File: src/rtl/core/hht_pkg.sv
// Package with sizes, codes and helper functions of the hash table.
`default_nettype none
package hht_pkg;

  localparam int unsigned TABLE_LOG2   = 10;
  localparam int unsigned NEIGHBORHOOD = 32;
  localparam int unsigned KEY_BYTES    = 8;
  localparam int unsigned VALUE_BYTES  = 8;

  localparam int unsigned SLOT_COUNT = (1 << TABLE_LOG2) + NEIGHBORHOOD;
  localparam int unsigned SLOT_W     = $clog2(SLOT_COUNT);
  localparam int unsigned OFF_W      = $clog2(NEIGHBORHOOD);
  localparam int unsigned HOOD_W     = NEIGHBORHOOD;

  // Slot word: occupied, key length, value length, key, value.
  localparam int unsigned SLOT_BITS = 1 + 4 + 4 + 64 + 64;
  localparam int unsigned OCC_BIT   = SLOT_BITS - 1;

  typedef enum logic [1:0] {
    ACT_GET        = 2'd0,
    ACT_GET_REMOVE = 2'd1,
    ACT_PUT        = 2'd2,
    ACT_REMOVE     = 2'd3
  } act_e;

  typedef enum logic [4:0] {
    CMD_NONE,
    CMD_CLR,
    CMD_LOAD,
    CMD_RD_HOME_BM,
    CMD_LATCH_BM,
    CMD_RD_CAND,
    CMD_CMP,
    CMD_HIT_WR,
    CMD_RD_FREE,
    CMD_INC_FREE,
    CMD_FULL,
    CMD_INIT_D,
    CMD_RD_ANC,
    CMD_EVAL,
    CMD_RD_FROM,
    CMD_MOVE,
    CMD_CLR_FROM,
    CMD_INS_SLOT,
    CMD_INS_BM,
    CMD_RESULT
  } cmd_e;

  typedef enum logic [4:0] {
    ST_CLEAR,
    ST_IDLE,
    ST_BM_RD,
    ST_BM_LATCH,
    ST_SEARCH,
    ST_CMP,
    ST_HIT_WR,
    ST_FREE_RD,
    ST_FREE_CHK,
    ST_HOOD_CHK,
    ST_ANC_RD,
    ST_ANC_EVAL,
    ST_FROM_RD,
    ST_MOVE,
    ST_FROM_CLR,
    ST_INS_SLOT,
    ST_INS_BM,
    ST_DONE
  } state_e;

  typedef struct packed {
    act_e act;
    logic clr_last;
    logic bm_zero;
    logic key_match;
    logic slot_occ;
    logic free_last;
    logic in_hood;
    logic anc_ok;
    logic d_last;
    logic out_busy;
  } dp_status_t;

  // Index of the lowest set bit; zero for an empty vector.
  function automatic logic [OFF_W-1:0] low_bit(input logic [HOOD_W-1:0] v);
    logic [OFF_W-1:0] r;
    r = '0;
    for (int i = HOOD_W - 1; i >= 0; i--) begin
      if (v[i]) r = OFF_W'(i);
    end
    return r;
  endfunction

  // Mask that keeps the first n bytes of a 64-bit word.
  function automatic logic [63:0] byte_keep(input logic [3:0] n);
    logic [63:0] m;
    for (int i = 0; i < 8; i++) begin
      m[8*i +: 8] = (4'(i) < n) ? 8'hFF : 8'h00;
    end
    return m;
  endfunction

endpackage
`default_nettype wire

File: src/rtl/core/hht_ctrl.sv
// Controller state machine that sequences lookups, probes and moves.
`default_nettype none
module hht_ctrl
  import hht_pkg::*;
(
  input  logic       clk_i,
  input  logic       rst_ni,
  input  logic       in_valid_i,
  output logic       in_ready_o,
  input  dp_status_t status_i,
  output cmd_e       cmd_o
);

  state_e state_q, state_d;

  always_ff @(posedge clk_i or negedge rst_ni) begin
    if (!rst_ni) begin
      state_q <= ST_CLEAR;
    end else begin
      state_q <= state_d;
    end
  end

  always_comb begin
    state_d    = state_q;
    cmd_o      = CMD_NONE;
    in_ready_o = 1'b0;
    unique case (state_q)
      ST_CLEAR: begin
        cmd_o = CMD_CLR;
        if (status_i.clr_last) state_d = ST_IDLE;
      end
      ST_IDLE: begin
        in_ready_o = 1'b1;
        if (in_valid_i) begin
          cmd_o   = CMD_LOAD;
          state_d = ST_BM_RD;
        end
      end
      ST_BM_RD: begin
        cmd_o   = CMD_RD_HOME_BM;
        state_d = ST_BM_LATCH;
      end
      ST_BM_LATCH: begin
        cmd_o   = CMD_LATCH_BM;
        state_d = ST_SEARCH;
      end
      ST_SEARCH: begin
        if (status_i.bm_zero) begin
          state_d = (status_i.act == ACT_PUT) ? ST_FREE_RD : ST_DONE;
        end else begin
          cmd_o   = CMD_RD_CAND;
          state_d = ST_CMP;
        end
      end
      ST_CMP: begin
        cmd_o = CMD_CMP;
        if (status_i.key_match) begin
          state_d = (status_i.act == ACT_GET) ? ST_DONE : ST_HIT_WR;
        end else begin
          state_d = ST_SEARCH;
        end
      end
      ST_HIT_WR: begin
        cmd_o   = CMD_HIT_WR;
        state_d = ST_DONE;
      end
      ST_FREE_RD: begin
        cmd_o   = CMD_RD_FREE;
        state_d = ST_FREE_CHK;
      end
      ST_FREE_CHK: begin
        priority if (!status_i.slot_occ) begin
          state_d = ST_HOOD_CHK;
        end else if (status_i.free_last) begin
          cmd_o   = CMD_FULL;
          state_d = ST_DONE;
        end else begin
          cmd_o   = CMD_INC_FREE;
          state_d = ST_FREE_RD;
        end
      end
      ST_HOOD_CHK: begin
        if (status_i.in_hood) begin
          state_d = ST_INS_SLOT;
        end else begin
          cmd_o   = CMD_INIT_D;
          state_d = ST_ANC_RD;
        end
      end
      ST_ANC_RD: begin
        cmd_o   = CMD_RD_ANC;
        state_d = ST_ANC_EVAL;
      end
      ST_ANC_EVAL: begin
        priority if (status_i.anc_ok) begin
          cmd_o   = CMD_EVAL;
          state_d = ST_FROM_RD;
        end else if (status_i.d_last) begin
          cmd_o   = CMD_FULL;
          state_d = ST_DONE;
        end else begin
          cmd_o   = CMD_EVAL;
          state_d = ST_ANC_RD;
        end
      end
      ST_FROM_RD: begin
        cmd_o   = CMD_RD_FROM;
        state_d = ST_MOVE;
      end
      ST_MOVE: begin
        cmd_o   = CMD_MOVE;
        state_d = ST_FROM_CLR;
      end
      ST_FROM_CLR: begin
        cmd_o   = CMD_CLR_FROM;
        state_d = ST_HOOD_CHK;
      end
      ST_INS_SLOT: begin
        cmd_o   = CMD_INS_SLOT;
        state_d = ST_INS_BM;
      end
      ST_INS_BM: begin
        cmd_o   = CMD_INS_BM;
        state_d = ST_DONE;
      end
      ST_DONE: begin
        if (!status_i.out_busy) begin
          cmd_o   = CMD_RESULT;
          state_d = ST_IDLE;
        end
      end
      default: state_d = ST_CLEAR;
    endcase
  end

endmodule
`default_nettype wire

File: config.mk
export PLATFORM = sky130hd
export DESIGN_NAME = hht_ctrl
export DESIGN_NICKNAME = d
export VERILOG_FILES = /design/src/rtl/core/hht_pkg.sv /design/src/rtl/core/hht_ctrl.sv
export SDC_FILE = /design/constraint.sdc
export NUM_CORES = 1
export LEC_CHECK = 0
export BUFFER_PORTS_ARGS = -buffer_cell sky130_fd_sc_hd__buf_2
export CORE_MARGIN = 2
export CORE_UTILIZATION = 52
export CTS_CLUSTER_DIAMETER = 40
export DETAILED_ROUTE_END_ITERATION = 8
export PLACE_DENSITY_LB_ADDON = 0.15
export SLEW_MARGIN = 20
export SYNTH_ARGS = -nofsm -noshare
export SYNTH_HDL_FRONTEND = slang
export SYNTH_SLANG_ARGS = --single-unit
export TNS_END_PERCENT = 100
File: constraint.sdc
create_clock -name clk_i -period 1.6 [get_ports clk_i]
set_input_delay 0.16 -clock clk_i [delete_from_list [all_inputs] [get_ports clk_i]]
set_output_delay 0.16 -clock clk_i [all_outputs]
set_load 0.02 [all_outputs]
==> impl_metrics.toml, run 1 <==
[global_route]
grt_pass1_vias = 1111
grt_pass1_wl_um = 5290
grt_overflow = 0
grt_max_degree = 12
antenna_found_initial = 0
track_usage_pct = 39.2

[power_and_ir_drop]
power_density_nw_per_um2 = 2260
seqPwrFrac_pct = 10.9
switching_share_pct = 51.1
combPwrFrac_pct = 83.9
power_switching_mw = 1.61
peakVddDrop_uv = 1760
pwr-share-clk_pct = 5.2
p_leak_nw = 0.606
internal_power_mw = 1.53

[logic_synthesis]
synth.distinct_cells = 43
synth-simple-area-share_pct = 41.3
yosysSeqAreaShare_pct = 15.7
synthArstFlopShare_pct = 100
ys.flop_type = "dfrtp_1"
ys_warn_count = 0
syn_area_per_cell_um2 = 7.29
netlist.area_leader.share_pct = 15.7
synthCells = 109
synth_edf_count = 0
synth_fp_nets = 123
synth_area_um2 = 795
synth_compound_area_share_pct = 34.0
synth_xor_area_share_pct = 1.10
synth.mux.area_fraction_pct = 0
synth_top_family_by_area = "simple AND/OR/NAND/NOR gates"
synth-seq-cells = 5
synthAdderAreaFrac_pct = 0
netlist_top_cells_area = "dfrtp_1 (16%), nor2b_1 (6.3%), nand2b_1 (5.5%)"
yosysTopAreaCell = "dfrtp_1"

[clock_network]
root_buffer = "clkbuf_4"
htree_levels = 1
clk_pin_slew_ns = 0.06
clockBufferDepth = 2
clock-sinks = 5
cts_inserted_buffers = 3
clk-insertion-delay-late_ns = 0.27
tritoncts = "built"

[sta]
clock_skew_ns = 0.00869
slew_viol_final = 0
setup_viol = 10
finalCriticalPeriod_ns = 1.86
fin_crit_sh_pct = 116
rsz0062_at_grt = "yes"
tightest_slew_ns = 0.423
relSlewSlack_pct = 71.5
hold_slack_ns = 0.237
tns_ns = -1.61
hold_viol = 0
timing.fmax_mhz = 539
setup_ws_ns = -0.256

[detailed_routing]
wl_per_cell_um = 24.5
vias = 1320
ant_nets = 0
drc_errors = 0
wl_um = 4360
drtIter0Drc = 183
dr.pass1.iters = 6
via_per_inst = 7.42

[layout]
largest_reg_flops = 5
fill_cells = 47
regMostFlops = "state_q"
largestRegisters = "state_q: 5 flops"
final_cells = 178
n_antenna_cell = 0
area_delta_synth_final_pct = 74.6
final_util_pct = 94.3
nets = 177
drive_above_1_share_pct = 58.0

[worst_setup_path]
rr_startpoint = "state_q[1]"
crit_fanout = 4
startpoint = "state_q[1]"
path_class = "reg -> out"
start_kind = "flip-flop"
critical_path_arrival_ns = 1.70
worstPathRequired_ns = 1.44
end_kind = "primary output"

[die]
die_area_um2 = 1860
start_util_pct = 54.0
die_height_um = 43.1
io-pin-count = 20
core_area_um2 = 1470
die_w_um = 43.1
rows = 14

[placed_design]
gp_congestion = 0.921
hpwl_um = 2140
io_buffers = 19
pre_cts_ws_ns = -0.0767
dp.cells = 162

[outcome]
outcome = "finished with violations"
violations = "negative setup slack"

[min_path]
hp-class = "in -> async"

[flow_run]
maxCapViolCount = 0
-- synth_stat cells (all sizes together), types with 2 or more instances --
cell	number
buf	9
nand2	9
nand2b	8
nor2	8
nor2b	8
a21oi	7
nor4	6
o21ai	6
dfrtp	5
a21o	4
a31oi	3
nand3	3
a211oi	2
and4b	2
inv	2
nor3	2
nor3b	2
nor4b	2
o2111ai	2
o211ai	2
o21bai	2
o22ai	2
-- cell usage in the layout (no fill, tap or decap), types with 2 or more instances in the layout --
| master | count |
|---|---|
| dfrtp_2 | 5 |
| nor4_2 | 4 |
| nand3_1 | 3 |
| nor2_1 | 7 |
| nor2b_1 | 3 |
| buf_4 | 30 |
| nand2_1 | 5 |
| buf_6 | 10 |
| o211ai_1 | 2 |
| o2111ai_1 | 2 |
| clkbuf_4 | 3 |
| nor4b_4 | 2 |
| and4b_1 | 2 |
| nand2b_1 | 6 |
| nand2_2 | 3 |
| o21ai_0 | 5 |
| nor2b_4 | 4 |
| a21oi_1 | 6 |
| o22ai_1 | 2 |
| nand2b_4 | 2 |
| a31oi_1 | 3 |
| buf_2 | 16 |
| a21o_1 | 4 |
| o21bai_1 | 2 |
-- critical path: stages, from the launching register on --
cell and delay (ns):
dfrtp_2 0.48, buf_6 0.16, nand2_4 0.08, nor4_2 0.05
a311o_1 0.27, a211o_1 0.24, buf_6 0.13
-- kinds of logic (layout without fill, tap and decap cells) --
kind of cell / count (synthesis) / after routing
AOI/OAI and AO/OA: 38 / 38
xor gates and xnor gates: 1 / 1
DFF: 5 / 5
buffers and inverters: 11 / 64
and+or+nand+nor: 54 / 54
-- layout make-up --
type,count,area (µm²),area share [%]
clock buffer,3,22.5,1.62
clock inverter,1,5.00,0.361
inverter,2,10.0,0.721
multi-input combinational,93,756,54.5
sequential,5,131,9.47
tap,16,20.0,1.44
timing repair buffer,58,443,31.9
-- repair_timing --
action,4_1_cts,5_1_grt
resized for setup,32,19
hold endpoints to repair,5,0
setup buffers,9,4
hold buffers,1,0
endpoints found under the setup margin,7,11
pin swaps,13,4
-- routing by layer --
| metal | track usage [%] | up-vias | routed length (µm) |
|---|---|---|---|
| li1 | - | 526 | - |
| met1 | 49.6 | 586 | 1510 |
| met4 | 20.6 | 0 | 408 |
| met5 | 0 | - | 0 |
| met2 | 61.8 | 148 | 1870 |
| met3 | 8.09 | 60 | 570 |
-- final timing paths --
check                              to  slack [ns]  cells after the start
max in group asynchronous  state_q[0]        1.19                      2
setup / recovery             cmd_o[0]       -0.26                      6
hold reg to reg            state_q[1]        0.81                      2
min in group clk_i         state_q[2]        0.24                      3
setup reg to reg           state_q[1]       -0.12                      5
hold / removal             state_q[1]        0.24                      2
-- through the flow --
step | instance area, µm² | power (mW)
2_1_floorplan | 795 | 1.43
3_3_place_gp | 1060 | 2.05
3_5_place_dp | 1060 | 2.09
4_1_cts | 1280 | 2.69
5_1_grt | 1390 | 3.23
6_report | 1390 | 3.14
-- power groups by stage --
stage | Combinational (mW) | Clock [mW] | Sequential (mW)
after global placement | 1.77 | 0 | 0.281
after global routing | 2.72 | 0.166 | 0.342
after CTS | 2.23 | 0.152 | 0.311
after detailed placement | 1.81 | 0 | 0.284
final | 2.63 | 0.164 | 0.341
after floorplan | 1.20 | 0 | 0.227
No activity file was read; power rests on OpenSTA's default activity.
==> run 2, diff against run 1 <==
--- a/config.mk
+++ b/config.mk
@@ -6,8 +6,10 @@
 export NUM_CORES = 1
 export LEC_CHECK = 0
 export BUFFER_PORTS_ARGS = -buffer_cell sky130_fd_sc_hd__buf_2
+export CELL_PAD_IN_SITES_DETAIL_PLACEMENT = 1
+export CELL_PAD_IN_SITES_GLOBAL_PLACEMENT = 1
 export CORE_MARGIN = 2
-export CORE_UTILIZATION = 52
+export CORE_UTILIZATION = 37
 export CTS_CLUSTER_DIAMETER = 40
 export DETAILED_ROUTE_END_ITERATION = 8
 export PLACE_DENSITY_LB_ADDON = 0.15
==> impl_metrics.toml, run 2 <==
[outcome]
outcome = "aborted with a tool error"
lastStage = "5_1_grt"
firstError = "[ERROR DPL-0033] detailed placement checks failed during check placement."

[placed_design]
post_dp_cell_area_um2 = 1110
io_buffers = 19
gp_congestion = 0.924
hpwl_um = 2910

[logic_synthesis]
synth_compound_area_share_pct = 34.0
synth_xor_area_share_pct = 1.10
synthAdderAreaFrac_pct = 0
yosysTopAreaCell = "dfrtp_1"
synth-seq-cells = 5
netlist_top_cells_area = "dfrtp_1 (16%), nor2b_1 (6.3%), nand2b_1 (5.5%)"
synth_area_um2 = 795
synth_commonest_cells = "nand2_1 (8), nor2_1 (8), nor2b_1 (8)"
ys_warn_count = 0
synth-simple-area-share_pct = 41.3
synth_fp_nets = 123
ys.flop_type = "dfrtp_1"
synthCells = 109
synth.mux.area_fraction_pct = 0
yosysSeqAreaShare_pct = 15.7
synth_edf_count = 0
synth.distinct_cells = 43
syn_area_per_cell_um2 = 7.29
synthArstFlopShare_pct = 100
synth_top_family_by_area = "simple AND/OR/NAND/NOR gates"
netlist.area_leader.share_pct = 15.7

[clock_network]
cts_inserted_buffers = 3
root_buffer = "clkbuf_4"
clock-sinks = 5
clockBufferDepth = 2
htree_levels = 1

[sta]
crit_endpoint = "cmd_o[1]"
worst-ep-kind = "output port"

[die]
io-pin-count = 20
rows = 16
die_w_um = 50.3
die_height_um = 50.3
start_util_pct = 39.7

[global_route]
antenna_found_initial = 0
grt_max_degree = 11
-- run 2: cell counts after synthesis --
No cell type changed its count.
-- run 2: repair_timing --
item / CTS
endpoints found under the setup margin: 11
buffers inserted: 14
resized for setup: 37
endpoints found under the hold margin: 5
pin swaps: 7
hold buffers: 1
-- run 2: kinds of logic after synthesis --
logic type | after synthesis
AO/OA/AOI/OAI | 38
AND/OR/NAND/NOR | 54
XOR/XNOR | 1
flip-flops | 5
buffers and inverters | 11
-- run 2: stage by stage --
stage	TNS, ns	utilization (%)	instances	setup slack, ns
2_1_floorplan	0	-	109	0.0152
3_3_place_gp	-0.326	55.5	178	-0.130
3_5_place_dp	-0.605	55.5	178	-0.153
4_1_cts	-1.20	69.6	197	-0.241
==> run 3, diff against run 2 <==
--- a/config.mk
+++ b/config.mk
@@ -6,12 +6,9 @@
 export NUM_CORES = 1
 export LEC_CHECK = 0
 export BUFFER_PORTS_ARGS = -buffer_cell sky130_fd_sc_hd__buf_2
-export CELL_PAD_IN_SITES_DETAIL_PLACEMENT = 1
-export CELL_PAD_IN_SITES_GLOBAL_PLACEMENT = 1
-export CORE_MARGIN = 2
-export CORE_UTILIZATION = 37
-export CTS_CLUSTER_DIAMETER = 40
+export CORE_AREA = 2 2 63 65
 export DETAILED_ROUTE_END_ITERATION = 8
+export DIE_AREA = 0 0 65 67
 export PLACE_DENSITY_LB_ADDON = 0.15
 export SLEW_MARGIN = 20
 export SYNTH_ARGS = -nofsm -noshare
==> impl_metrics.toml, run 3 (synthesized netlist as in run 1, its figures left out) <==
[outcome]
outcome = "finished with violations"
violations = "negative setup slack"

[worst_setup_path]
ff2ff_path_depth = 6
critical_path_arrival_ns = 1.64
path_class = "reg -> out"
rr_startpoint = "state_q[3]"
r2r_end = "state_q[1]"
ff2ff_setup_slack_ns = -0.13
crit_end = "cmd_o[1]"
start_kind = "flip-flop"
crit_fanout = 4
startpoint = "state_q[3]"
end_kind = "primary output"
worstPathRequired_ns = 1.44

[die]
die_height_um = 67
core_area_um2 = 3610
start_util_pct = 22.0
rows = 22
die_w_um = 65
die_area_um2 = 4360
io-pin-count = 20

[global_route]
grt_overflow = 0
antenna_found_initial = 0
grt_max_degree = 13
track_usage_pct = 16.1
grt_pass1_wl_um = 5440
grt_pass1_vias = 1153

[sta]
hold_viol = 0
setup_viol = 8
tns_ns = -0.886
finalCriticalPeriod_ns = 1.80
relSlewSlack_pct = 79.0
timing.fmax_mhz = 556
fin_crit_sh_pct = 112
rsz0062_at_grt = "yes"
setup_ws_ns = -0.198
slew_viol_final = 0
tightest_slew_ns = 0.313
clock_skew_ns = 0.00151

[layout]
largestRegisters = "state_q: 5 flops"
n_antenna_cell = 0
regMostFlops = "state_q"
fin_area_um2 = 1580
final_cell_mix = "buf_4 (43), buf_6 (15), buf_2 (13)"
layout_commonest_cell = "buf_4"
largest_reg_flops = 5
area_delta_synth_final_pct = 98.7
drive_above_1_share_pct = 61.6
nets = 192

[power_and_ir_drop]
p_leak_nw = 0.684
peakVddDrop_uv = 589
pwr-share-clk_pct = 7.1
combPwrFrac_pct = 82.3
power_switching_mw = 1.50
power_density_nw_per_um2 = 2120
seqPwrFrac_pct = 10.7
switching_share_pct = 44.7
internal_power_mw = 1.85

[detailed_routing]
via_per_inst = 5.09
vias = 1146
drtIter0Drc = 60
dr.pass1.iters = 4
drc_errors = 0
ant_nets = 0
wl_um = 3390
wl_per_cell_um = 15.1

[min_path]
hp-class = "in -> reg"
worstHoldStart = "status_i[2]"
whs_path_depth = 3

[clock_network]
clock-sinks = 5
clockBufferDepth = 2
htree_levels = 1
cts_inserted_buffers = 3
root_buffer = "clkbuf_8"
clk_pin_slew_ns = 0.04
clk-insertion-delay-late_ns = 0.22
tritoncts = "built"

[placed_design]
gp_congestion = 0.868
hpwl_um = 2390
post_dp_cell_area_um2 = 1170
pre_cts_ws_ns = -0.0976
io_buffers = 19

[flow_run]
maxCapViolCount = 0
run 3: power groups by stage:
stage / sequential [mW] / clock [mW] / combinational [mW]
after floorplan: 0.227 / 0 / 1.20
after global placement: 0.330 / 0 / 1.99
after detailed placement: 0.320 / 0 / 1.94
after CTS: 0.345 / 0.240 / 2.37
after global routing: 0.368 / 0.254 / 2.92
final: 0.357 / 0.237 / 2.76
run 3: how the worst min path moves through the flow:
stage	endpoint	slack, ns
after floorplan	state_q[0]	-0.14
after global placement	state_q[4]	-0.02
after detailed placement	state_q[4]	-0.02
after CTS	state_q[2]	0.23
after global routing	state_q[2]	0.24
final	state_q[2]	0.23
run 3: area by class of cell:
cell class,instances,area (µm²)
clock buffers,4,45.0
multi-input cells,93,747
well taps,48,60.1
fillers,351,2030
flip-flops and latches,5,131
inverters,2,13.8
repair buffers,73,582
run 3: critical path, stage by stage, from the launching register on:
cell      delay [ns]
dfrtp_2         0.41
buf_4           0.14
nor2b_4         0.03
buf_4           0.14
and3_4          0.17
a211oi_2        0.24
nand3_1         0.13
buf_6           0.15
run 3: repair_timing:
action,in CTS,in global routing
gates resized for setup,38,22
hold endpoints to repair,5,0
pin swaps,11,5
hold buffers,1,0
setup buffers,9,9
setup endpoints to repair,7,10
gates cloned,0,0
run 3: per-layer routing:
| layer | global-route usage, % | vias up | routed length [µm] |
|---|---|---|---|
| met5 | 0 | - | 0 |
| met2 | 27.4 | 44 | 1720 |
| li1 | - | 557 | - |
| met4 | 6.38 | 0 | 36 |
| met1 | 19.5 | 541 | 1430 |
| met3 | 3.89 | 4 | 211 |
run 3: through the flow:
stage                     util (%)  instances  hold slack, ns  total power, mW
after floorplan                  -        109          -0.136             1.43
after global placement        32.4        203         -0.0241             2.32
after detailed placement      32.4        203         -0.0227             2.26
after CTS                     39.4        217           0.231             2.95
after global routing          43.8        225           0.244             3.55
final                         43.8        225           0.231             3.35
